--- src/hdl/arasc_pkg.sv ---
`default_nettype none

package arasc_pkg;

   localparam int unsigned DATA_W = 8;
   localparam int unsigned CMD_W = 2;
   localparam int unsigned KIND_W = 3;
   localparam int unsigned CSR_DATA_W = 32;
   localparam int unsigned CSR_ADDR_W = 3;

   // word select bit of paddr for the cell_kind register
   localparam logic REG_CELL_KIND = 1'b0;

   typedef enum logic [KIND_W-1:0] {
      KIND_SMA    = 3'd0,
      KIND_AMA1   = 3'd1,
      KIND_AMA2   = 3'd2,
      KIND_AXA2   = 3'd3,
      KIND_AXA3   = 3'd4,
      KIND_BUFFER = 3'd5,
      KIND_EXACT  = 3'd6
   } cell_kind_type;

   typedef enum logic [CMD_W-1:0] {
      CMD_ADD = 2'd0,
      CMD_SUB = 2'd1,
      CMD_GT  = 2'd2
   } cmd_type;

   typedef struct packed {
      logic s;
      logic co;
   } cell_out_type;

   function automatic cell_out_type arasc_cell(input cell_kind_type kind, input logic a,
                                               input logic b, input logic c);
      cell_out_type o;
      logic         x;
      x = a ^ b;
      case (kind)
         KIND_SMA: begin
            o.s  = c & ~x;
            o.co = b | (a & c);
         end
         KIND_AMA1: begin
            o.co = b | (a & c);
            o.s  = ~o.co;
         end
         KIND_AMA2: begin
            o.s  = c & (~a | b);
            o.co = a;
         end
         KIND_AXA2: begin
            o.s  = ~x;
            o.co = (a & b) | (x & c);
         end
         KIND_AXA3: begin
            o.s  = c & ~x;
            o.co = (a & b) | (x & c);
         end
         KIND_BUFFER: begin
            o.s  = a;
            o.co = b;
         end
         default: begin
            o.s  = x ^ c;
            o.co = (a & b) | (x & c);
         end
      endcase
      return o;
   endfunction

endpackage

`default_nettype wire

--- src/hdl/arasc_ripple.sv ---
`default_nettype none

module arasc_ripple
   import arasc_pkg::*;
#(
   parameter int unsigned WIDTH = 8
) (
   input  cell_kind_type    kind,
   input  logic [WIDTH-1:0] a,
   input  logic [WIDTH-1:0] b,
   input  logic             cin,
   output logic [WIDTH-1:0] sum
);

   logic [WIDTH-1:0] carry;
   cell_out_type     cell_out [WIDTH];

   assign carry[0] = cin;

   for (genvar i = 0; i < WIDTH; i++) begin : g_cell
      assign cell_out[i] = arasc_cell(kind, a[i], b[i], carry[i]);
      assign sum[i]      = cell_out[i].s;
      if (i < WIDTH - 1) begin : g_link
         assign carry[i+1] = cell_out[i].co;
      end
   end

endmodule

`default_nettype wire

--- src/hdl/approx_ripple_add_sub_compare.sv ---
// Pipeline: an accepted transaction passes the input register, then the result register,
// and shows its result with rsp_valid from the result register.
// Throughput: one transaction per cycle; busy stays low, set by the single ripple pass.
// Reset (synchronous, active high) drops in-flight transactions and sets cell_kind to
// the exact full adder.
`default_nettype none

module approx_ripple_add_sub_compare
   import arasc_pkg::*;
#(
   parameter int unsigned WIDTH = 8
) (
   input  logic                  clock,
   input  logic                  reset,
   input  logic                  start,
   output logic                  busy,
   input  logic [CMD_W-1:0]      req_cmd,
   input  logic [DATA_W-1:0]     req_operand_a,
   input  logic [DATA_W-1:0]     req_operand_b,
   output logic                  rsp_valid,
   output logic [DATA_W-1:0]     rsp_result,
   input  logic                  psel,
   input  logic                  penable,
   input  logic                  pwrite,
   input  logic [CSR_ADDR_W-1:0] paddr,
   input  logic [CSR_DATA_W-1:0] pwdata,
   output logic [CSR_DATA_W-1:0] prdata,
   output logic                  pready
);

   logic              csr_write;
   cell_kind_type     cell_kind_ff, cell_kind_in;

   logic              stg_valid_ff;
   logic [CMD_W-1:0]  stg_cmd_ff;
   logic [DATA_W-1:0] stg_a_ff, stg_b_ff;

   logic [WIDTH-1:0]  op_a, op_b, op_b_sel, chain_sum;
   logic              chain_cin;
   logic [DATA_W-1:0] sum_trim;

   logic              rsp_valid_ff;
   logic [DATA_W-1:0] rsp_result_ff, rsp_result_in;

   assign busy   = 1'b0;
   assign pready = 1'b1;

   assign csr_write    = psel && penable && pwrite && (paddr[2] == REG_CELL_KIND);
   assign cell_kind_in = csr_write ? cell_kind_type'(pwdata[KIND_W-1:0]) : cell_kind_ff;
   assign prdata       = (paddr[2] == REG_CELL_KIND) ?
                         {{(CSR_DATA_W-KIND_W){1'b0}}, cell_kind_ff} : '0;

   always_ff @(posedge clock) begin
      if (reset) begin
         cell_kind_ff <= KIND_EXACT;
         stg_valid_ff <= 1'b0;
         rsp_valid_ff <= 1'b0;
      end else begin
         cell_kind_ff <= cell_kind_in;
         stg_valid_ff <= start && !busy;
         rsp_valid_ff <= stg_valid_ff;
      end
      stg_cmd_ff    <= req_cmd;
      stg_a_ff      <= req_operand_a;
      stg_b_ff      <= req_operand_b;
      rsp_result_ff <= rsp_result_in;
   end

   for (genvar i = 0; i < WIDTH; i++) begin : g_op
      if (i < DATA_W) begin : g_in
         assign op_a[i] = stg_a_ff[i];
         assign op_b[i] = stg_b_ff[i];
      end else begin : g_zero
         assign op_a[i] = 1'b0;
         assign op_b[i] = 1'b0;
      end
   end

   assign chain_cin = (stg_cmd_ff != CMD_ADD);
   assign op_b_sel  = chain_cin ? ~op_b : op_b;

   arasc_ripple #(
      .WIDTH (WIDTH)
   ) u_ripple (
      .kind (cell_kind_ff),
      .a    (op_a),
      .b    (op_b_sel),
      .cin  (chain_cin),
      .sum  (chain_sum)
   );

   for (genvar j = 0; j < DATA_W; j++) begin : g_trim
      if (j < WIDTH) begin : g_bit
         assign sum_trim[j] = chain_sum[j];
      end else begin : g_pad
         assign sum_trim[j] = 1'b0;
      end
   end

   always_comb begin
      case (stg_cmd_ff)
         CMD_ADD: rsp_result_in = sum_trim;
         CMD_SUB: rsp_result_in = sum_trim;
         CMD_GT:  rsp_result_in = {{(DATA_W-1){1'b0}}, ~chain_sum[WIDTH-1]};
         default: rsp_result_in = '0;
      endcase
   end

   assign rsp_valid  = rsp_valid_ff;
   assign rsp_result = rsp_result_ff;

`ifndef SYNTHESIS
   a_start_to_rsp: assert property (@(posedge clock) disable iff (reset)
      start |=> ##1 rsp_valid)
      else $error("accepted transaction gave no result");

   a_no_rsp_without_start: assert property (@(posedge clock) disable iff (reset)
      !start |=> ##1 !rsp_valid)
      else $error("result without a transaction");

   a_gt_is_flag: assert property (@(posedge clock) disable iff (reset)
      (stg_valid_ff && (stg_cmd_ff == CMD_GT)) |=> (rsp_result[DATA_W-1:1] == '0))
      else $error("greater-than result wider than one bit");

   a_bad_cmd_zero: assert property (@(posedge clock) disable iff (reset)
      (stg_valid_ff && (stg_cmd_ff != CMD_ADD) && (stg_cmd_ff != CMD_SUB) &&
       (stg_cmd_ff != CMD_GT)) |=> (rsp_result == '0))
      else $error("unused command gave nonzero result");

   a_csr_write: assert property (@(posedge clock) disable iff (reset)
      csr_write |=> (cell_kind_ff == $past(pwdata[KIND_W-1:0])))
      else $error("cell_kind write lost");
`endif

endmodule

`default_nettype wire

--- config.mk ---
export PLATFORM = sky130hd
export DESIGN_NAME = approx_ripple_add_sub_compare
export DESIGN_NICKNAME = d
export VERILOG_FILES = /design/src/hdl/arasc_pkg.sv /design/src/hdl/arasc_ripple.sv /design/src/hdl/approx_ripple_add_sub_compare.sv
export SDC_FILE = /design/constraint.sdc
export NUM_CORES = 1
export LEC_CHECK = 0
export ABC_AREA = 1
export BUFFER_PORTS_ARGS = -buffer_cell sky130_fd_sc_hd__buf_2
export CORE_MARGIN = 2
export CORE_UTILIZATION = 43
export DETAILED_ROUTE_END_ITERATION = 10
export PLACE_DENSITY = 0.83
export SLEW_MARGIN = 25
export SYNTH_ARGS = -nofsm -noshare
export SYNTH_HDL_FRONTEND = slang
export SYNTH_SLANG_ARGS = --single-unit
--- constraint.sdc ---
create_clock -name clock -period 6.8 [get_ports clock]
set_input_delay 1.02 -clock clock [delete_from_list [all_inputs] [get_ports clock]]
set_output_delay 1.02 -clock clock [all_outputs]
set_load 0.1 [all_outputs]
==> results.sh, run 1 <==
export IMPL_status="completed"
export IMPL_synthDistinctLibCells=40
export IMPL_clk_pin_slew_ns=0.07
export IMPL_synth_top_area_cell="dfxtp_1"
export IMPL_seq_area_frac_synth_pct=26.3
export IMPL_fin_nets=459
export IMPL_synth_area_top_cells="dfxtp_1, ha_1, buf_4"
export IMPL_finalSetupTns_ns=0
export IMPL_min_path_type="reg2reg"
export IMPL_stdcell_count=444
export IMPL_p_per_area_nw_per_um2=239
export IMPL_placed_area_um2=2690
export IMPL_drv_cap=0
export IMPL_final_min_clock_period_ns=6.66
export IMPL_reg2reg_depth=38
export IMPL_r2r_start="stg_cmd_ff[0]"
export IMPL_start_util_pct=45.3
export IMPL_stdcell_area_um2=3100
export IMPL_routed_via_count=2228
export IMPL_grt_usage_pct=19.0
export IMPL_yosysMostFrequentCell="nand2_1"
export IMPL_die_y_um=78.0
export IMPL_hold_slack_ns=0.419
export IMPL_antenna_cells=0
export IMPL_areaGrowthSynthToFinish_pct=31.5
export IMPL_die_x_um=78.0
export IMPL_critPathMaxFanout=3
export IMPL_crit_arrival_ns=6.90
export IMPL_ys_warn_count=0
export IMPL_final_antenna_net_count=0
export IMPL_grt_pass1_wl_mm=9.11
export IMPL_startpoint_type="flip-flop"
export IMPL_hold_end="rsp_valid"
export IMPL_syn_avg_cell_area_um2=8.10
export IMPL_min_from="stg_valid_ff"
export IMPL_min_path_cells=2
export IMPL_worstPathRequired_ns=7.04
export IMPL_viasPerCell=5.02
export IMPL_die_area_um2=6090
export IMPL_slowest_delay_ns=0.41
export IMPL_grt_max_degree=20
export IMPL_synthFlopType="dfxtp_1"
export IMPL_cts_sinks=31
export IMPL_grt_pass1_vias=2119
export IMPL_cts_buffers=5
export IMPL_p_leak_nw=1.57
export IMPL_ctsHoldBuffers=0
export IMPL_synth_commonest_cells="nand2_1, buf_4, dfxtp_1, nor2_1, inv_1"
export IMPL_vdd_drop_max_mv=0.153
export IMPL_cts_buffer_depth=2
export IMPL_yosys_area_share_simple_pct=22.3
export IMPL_drtIter0Drc=117
export IMPL_drc=0
export IMPL_slew_viol_final=0
export IMPL_clk_insertion_delay_late_ns=0.29
export IMPL_coreArea_um2=5200
export IMPL_crit_top_cell="nand2_1"
export IMPL_fin_crit_sh_pct=98.0
export IMPL_slowest_stage="fa_2"
export IMPL_first_pass_iters=4
export IMPL_synth_edff_count=0
export IMPL_fin_worst_skew_ns=0.00451
export IMPL_cts_root_buffer_cell="clkbuf_8"
export IMPL_place_gp_congestion=0.843
export IMPL_grt_ovfl_total=0
export IMPL_async_flop_share_pct=0
export IMPL_r2r_end="rsp_result[0]"
export IMPL_ys_ff_latch=31
export IMPL_syn_inst=291
export IMPL_rows=26
export IMPL_drive_above_1_share_pct=39.0
export IMPL_syn_area_um2=2360
export IMPL_synth_mux_area_fraction_pct=0
export IMPL_synth_compound_area_share_pct=14.3
export IMPL_ios=102
export IMPL_rsz0062_at_grt="true"
export IMPL_wirelength_mm=6.15
export IMPL_reg2reg_slack_ns=0.14
export IMPL_cp_end_kind="flip-flop"
export IMPL_criticalPathCategory="reg2reg"
export IMPL_h_tree_depth=2
export IMPL_yosys_area_share_adder_pct=16.2
export IMPL_wl_per_cell_um=13.9
export IMPL_port_buffers=39
export IMPL_hold_viol_final=0
export IMPL_synth_top_family_by_area="simple AND/OR/NAND/NOR gates"
export IMPL_fmax_ghz=0.150
export IMPL_setup_violations=0
export IMPL_antenna_found_initial=0
export IMPL_placed_cells_incl_taps=421
export IMPL_synth_top_area_share_pct=26.3
export IMPL_cts_tree="done"
export IMPL_hpwl_mm=3.98
export IMPL_synthXorXnorAreaFrac_pct=3.40
## worst max-delay path: cells and delay by family (launching register included)
kind,cells,cell delay [ns]
AO/OA/AOI/OAI,15,2.58
flip-flops,1,0.37
buffers and inverters,2,0.14
AND/OR/NAND/NOR,14,1.15
adder cells (fa/ha/maj),7,2.37
## per-layer routing
layer / global-route usage, % / vias up / share of wire (%)
met5: 0 / - / 0
met4: 12.1 / 0 / 3.2
met3: 4.37 / 25 / 7.6
met2: 33.7 / 113 / 52
met1: 20.4 / 1040 / 37
li1: - / 1050 / -
## final cells by class
| class | count | area, µm² |
|---|---|---|
| fill | 446 | 2100 |
| multi-input combinational | 219 | 1610 |
| sequential | 31 | 634 |
| timing repair buffer | 83 | 529 |
| inverter | 33 | 126 |
| tap | 70 | 87.6 |
| clock buffer | 6 | 82.6 |
| clock inverter | 2 | 35.0 |
## registers in the layout, summed over array words and instances, names as in the netlist
register,flops
op_a,8
op_b,8
rsp_result,8
cell_kind_ff,3
stg_cmd_ff,2
rsp_valid,1
stg_valid_ff,1
## report_power, final
| group | internal, mW | switching (mW) |
|---|---|---|
| registers | 0.198 | 0.0118 |
| clock network | 0.118 | 0.0740 |
| logic | 0.0945 | 0.243 |
| total | 0.411 | 0.329 |
## cells by family after synthesis
kind of cell             Yosys count
other                              2
AND/OR/NAND/NOR                  106
XOR/XNOR                           7
buffers and inverters             70
adder cells (fa/ha/maj)           27
flip-flops                        31
AO/OA/AOI/OAI                     48
## worst max-delay path by stage
stage | start | to | slack (ns)
detailed placement | stg_cmd_ff[1] | rsp_result[0] | -0.56
floorplan | stg_cmd_ff[1] | rsp_result[7] | 0.02
global placement | stg_cmd_ff[1] | rsp_result[7] | -0.15
global route | stg_cmd_ff[0] | rsp_result[0] | -0.23
CTS | stg_cmd_ff[1] | rsp_result[0] | 0.003
finish | stg_cmd_ff[0] | rsp_result[0] | 0.14
## per-stage QoR
stage                     worst slack [ns]  util (%)  total power, mW
after floorplan                     0.0221         -            0.464
after global routing                -0.230      59.6            0.774
final                                0.138      59.6            0.740
after global placement              -0.153      51.7            0.501
after CTS                          0.00273      55.2            0.710
after detailed placement            -0.564      51.7            0.509
## layout by cell type (no fill, tap or decap), types with 3 or more instances in the layout
| master | count |
|---|---|
| a21oi_1 | 3 |
| xor2_1 | 6 |
| inv_2 | 3 |
| dfxtp_1 | 26 |
| inv_1 | 29 |
| a221oi_1 | 5 |
| conb_1 | 31 |
| buf_4 | 43 |
| a211oi_2 | 3 |
| a221oi_4 | 3 |
| nand2_1 | 41 |
| ha_1 | 20 |
| fa_2 | 6 |
| nor2_1 | 30 |
| dfxtp_4 | 3 |
| buf_2 | 39 |
| o2111ai_1 | 6 |
| nand2_2 | 9 |
| o21ai_0 | 12 |
| clkbuf_8 | 6 |
| a21boi_2 | 3 |
| nand3_1 | 9 |
## repair_timing
item	in CTS	in global routing
gates resized for setup	12	37
endpoints found under the hold margin	0	0
buffers inserted	4	11
endpoints found under the setup margin	2	2
pin swaps	5	31
No activity file was read; power rests on OpenSTA's default activity.
==> inputs of run 2 (changes only) <==
--- a/config.mk
+++ b/config.mk
@@ -9,8 +9,10 @@
 export BUFFER_PORTS_ARGS = -buffer_cell sky130_fd_sc_hd__buf_2
 export CORE_MARGIN = 2
 export CORE_UTILIZATION = 43
+export CTS_BUF_LIST = sky130_fd_sc_hd__clkbuf_16
 export DETAILED_ROUTE_END_ITERATION = 10
 export PLACE_DENSITY = 0.83
+export SETUP_SLACK_MARGIN = 0.1
 export SLEW_MARGIN = 25
 export SYNTH_ARGS = -nofsm -noshare
 export SYNTH_HDL_FRONTEND = slang
==> run 2 against run 1 <==
Net effect: fmax is 1.1% higher; clock skew down 0.0013 ns; flip-flop and latch count is the same; sequential power about the same.
==> results.sh, run 2 (synthesized netlist as in run 1, its figures left out) <==
export IMPL_final_antenna_net_count=0
export IMPL_critPathMaxFanout=4
export IMPL_clk_pin_slew_ns=0.05
export IMPL_setup_ws_ns=0.211
export IMPL_startpoint_type="flip-flop"
export IMPL_cts_sinks=31
export IMPL_cts_buffer_depth=2
export IMPL_min_path_type="reg2reg"
export IMPL_cts_root_buffer_cell="clkbuf_16"
export IMPL_fin_nets=451
export IMPL_grt_usage_pct=18.5
export IMPL_die_area_um2=6090
export IMPL_wirelength_mm=5.71
export IMPL_die_y_um=78.0
export IMPL_power_frac_comb_pct=43.6
export IMPL_clkPwrFrac_pct=28.4
export IMPL_place_gp_congestion=0.825
export IMPL_routed_via_count=2126
export IMPL_die_x_um=78.0
export IMPL_h_tree_depth=2
export IMPL_final_min_clock_period_ns=6.59
export IMPL_fmax_ghz=0.152
export IMPL_crit_top_cell="fa_2"
export IMPL_grt_max_degree=20
export IMPL_start_util_pct=45.3
export IMPL_ios=102
export IMPL_hold_viol_final=0
export IMPL_fin_worst_skew_ns=0.00319
export IMPL_first_pass_iters=4
export IMPL_drive_above_1_share_pct=37.7
export IMPL_p_switching_uw=330
export IMPL_slew_viol_final=0
export IMPL_viasPerCell=4.88
export IMPL_place_ws_ns=-0.272
export IMPL_crit_arrival_ns=6.76
export IMPL_wl_per_cell_um=13.1
export IMPL_drc=0
export IMPL_cp_end_kind="flip-flop"
export IMPL_vdd_drop_max_mv=0.138
export IMPL_cts_tree="done"
export IMPL_final_cell_mix="nand2_1, buf_2, buf_4"
export IMPL_slowest_delay_ns=0.42
export IMPL_grt_pass1_vias=2101
export IMPL_fin_crit_sh_pct=96.9
export IMPL_antenna_found_initial=0
export IMPL_grt_ovfl_total=0
export IMPL_p_leak_nw=1.55
export IMPL_rows=26
export IMPL_n_fill_cell=425
export IMPL_finalSetupTns_ns=0
export IMPL_hold_slack_ns=0.407
export IMPL_hpwl_mm=3.79
export IMPL_drv_cap=0
export IMPL_rsz0062_at_grt="true"
export IMPL_setup_violations=0
export IMPL_p_per_area_nw_per_um2=243
export IMPL_status="completed"
export IMPL_grt_pass1_wl_mm=9.02
export IMPL_worstPathRequired_ns=6.97
export IMPL_intPower_uw=419
export IMPL_areaGrowthSynthToFinish_pct=30.6
export IMPL_antenna_cells=0
export IMPL_port_buffers=39
export IMPL_slowest_stage="dfxtp_2"
export IMPL_cts_buffers=5
export IMPL_coreArea_um2=5200
export IMPL_criticalPathCategory="reg2reg"
export IMPL_utilization_pct=59.1
export IMPL_drtIter0Drc=148
export IMPL_power_frac_seq_pct=28.0
export IMPL_clk_insertion_delay_late_ns=0.28
export IMPL_ctsHoldBuffers=0
export IMPL_swShare_pct=44.1
export IMPL_final_common_cell="nand2_1"
## run 2: power groups by stage
stage,clock [mW],sequential (mW),combinational [mW]
after floorplan,0,0.282,0.182
after global placement,0,0.213,0.290
after detailed placement,0,0.213,0.296
after CTS,0.215,0.210,0.305
after global routing,0.225,0.212,0.350
final,0.213,0.210,0.326
## run 2: area by class of cell
class / count / area, µm² / share of cell area [%]
Multi-Input combinational cell: 219 / 1610 / 52.4
Tap cell: 70 / 87.6 / 2.85
Inverter: 33 / 126 / 4.11
Clock buffer: 5 / 125 / 4.07
Sequential cell: 31 / 631 / 20.5
Clock inverter: 3 / 15.0 / 0.488
Timing Repair Buffer: 75 / 482 / 15.7
## run 2: routing by layer
| metal | up-vias | global-route usage [%] | share of wire [%] |
|---|---|---|---|
| li1 | 1031 | - | - |
| met1 | 989 | 19.6 | 39 |
| met2 | 92 | 35.5 | 53 |
| met3 | 14 | 3.45 | 5.4 |
| met4 | 0 | 7.89 | 2.2 |
| met5 | - | 0 | 0 |
## run 2: critical path, delay by kind of cell (launching register included)
kind | cells | cell delay [ns]
flops | 1 | 0.42
compound gates | 15 | 2.44
buf+inv | 2 | 0.14
fa+ha+maj | 7 | 2.37
simple gates | 12 | 1.10
## run 2: metrics by stage
stage | std cells | cell area [µm²] | power [mW]
3_5_place_dp | 420 | 2680 | 0.509
4_1_cts | 430 | 2910 | 0.730
3_3_place_gp | 420 | 2680 | 0.502
5_1_grt | 436 | 3080 | 0.786
2_1_floorplan | 320 | 2470 | 0.464
6_report | 436 | 3080 | 0.749
## run 2: worst paths after layout
check,from,to,slack [ns],depth (start not counted)
max,stg_cmd_ff[1],rsp_result[7],0.21,36
min,stg_valid_ff,rsp_valid,0.41,2
max reg2reg,stg_cmd_ff[1],rsp_result[7],0.21,36
min reg2reg,stg_valid_ff,rsp_valid,0.41,2
## run 2: repair_timing
action,CTS,global route
endpoints found under the hold margin,0,0
setup buffers,2,6
endpoints found under the setup margin,2,2
pin swaps,4,24
resized for setup,14,33
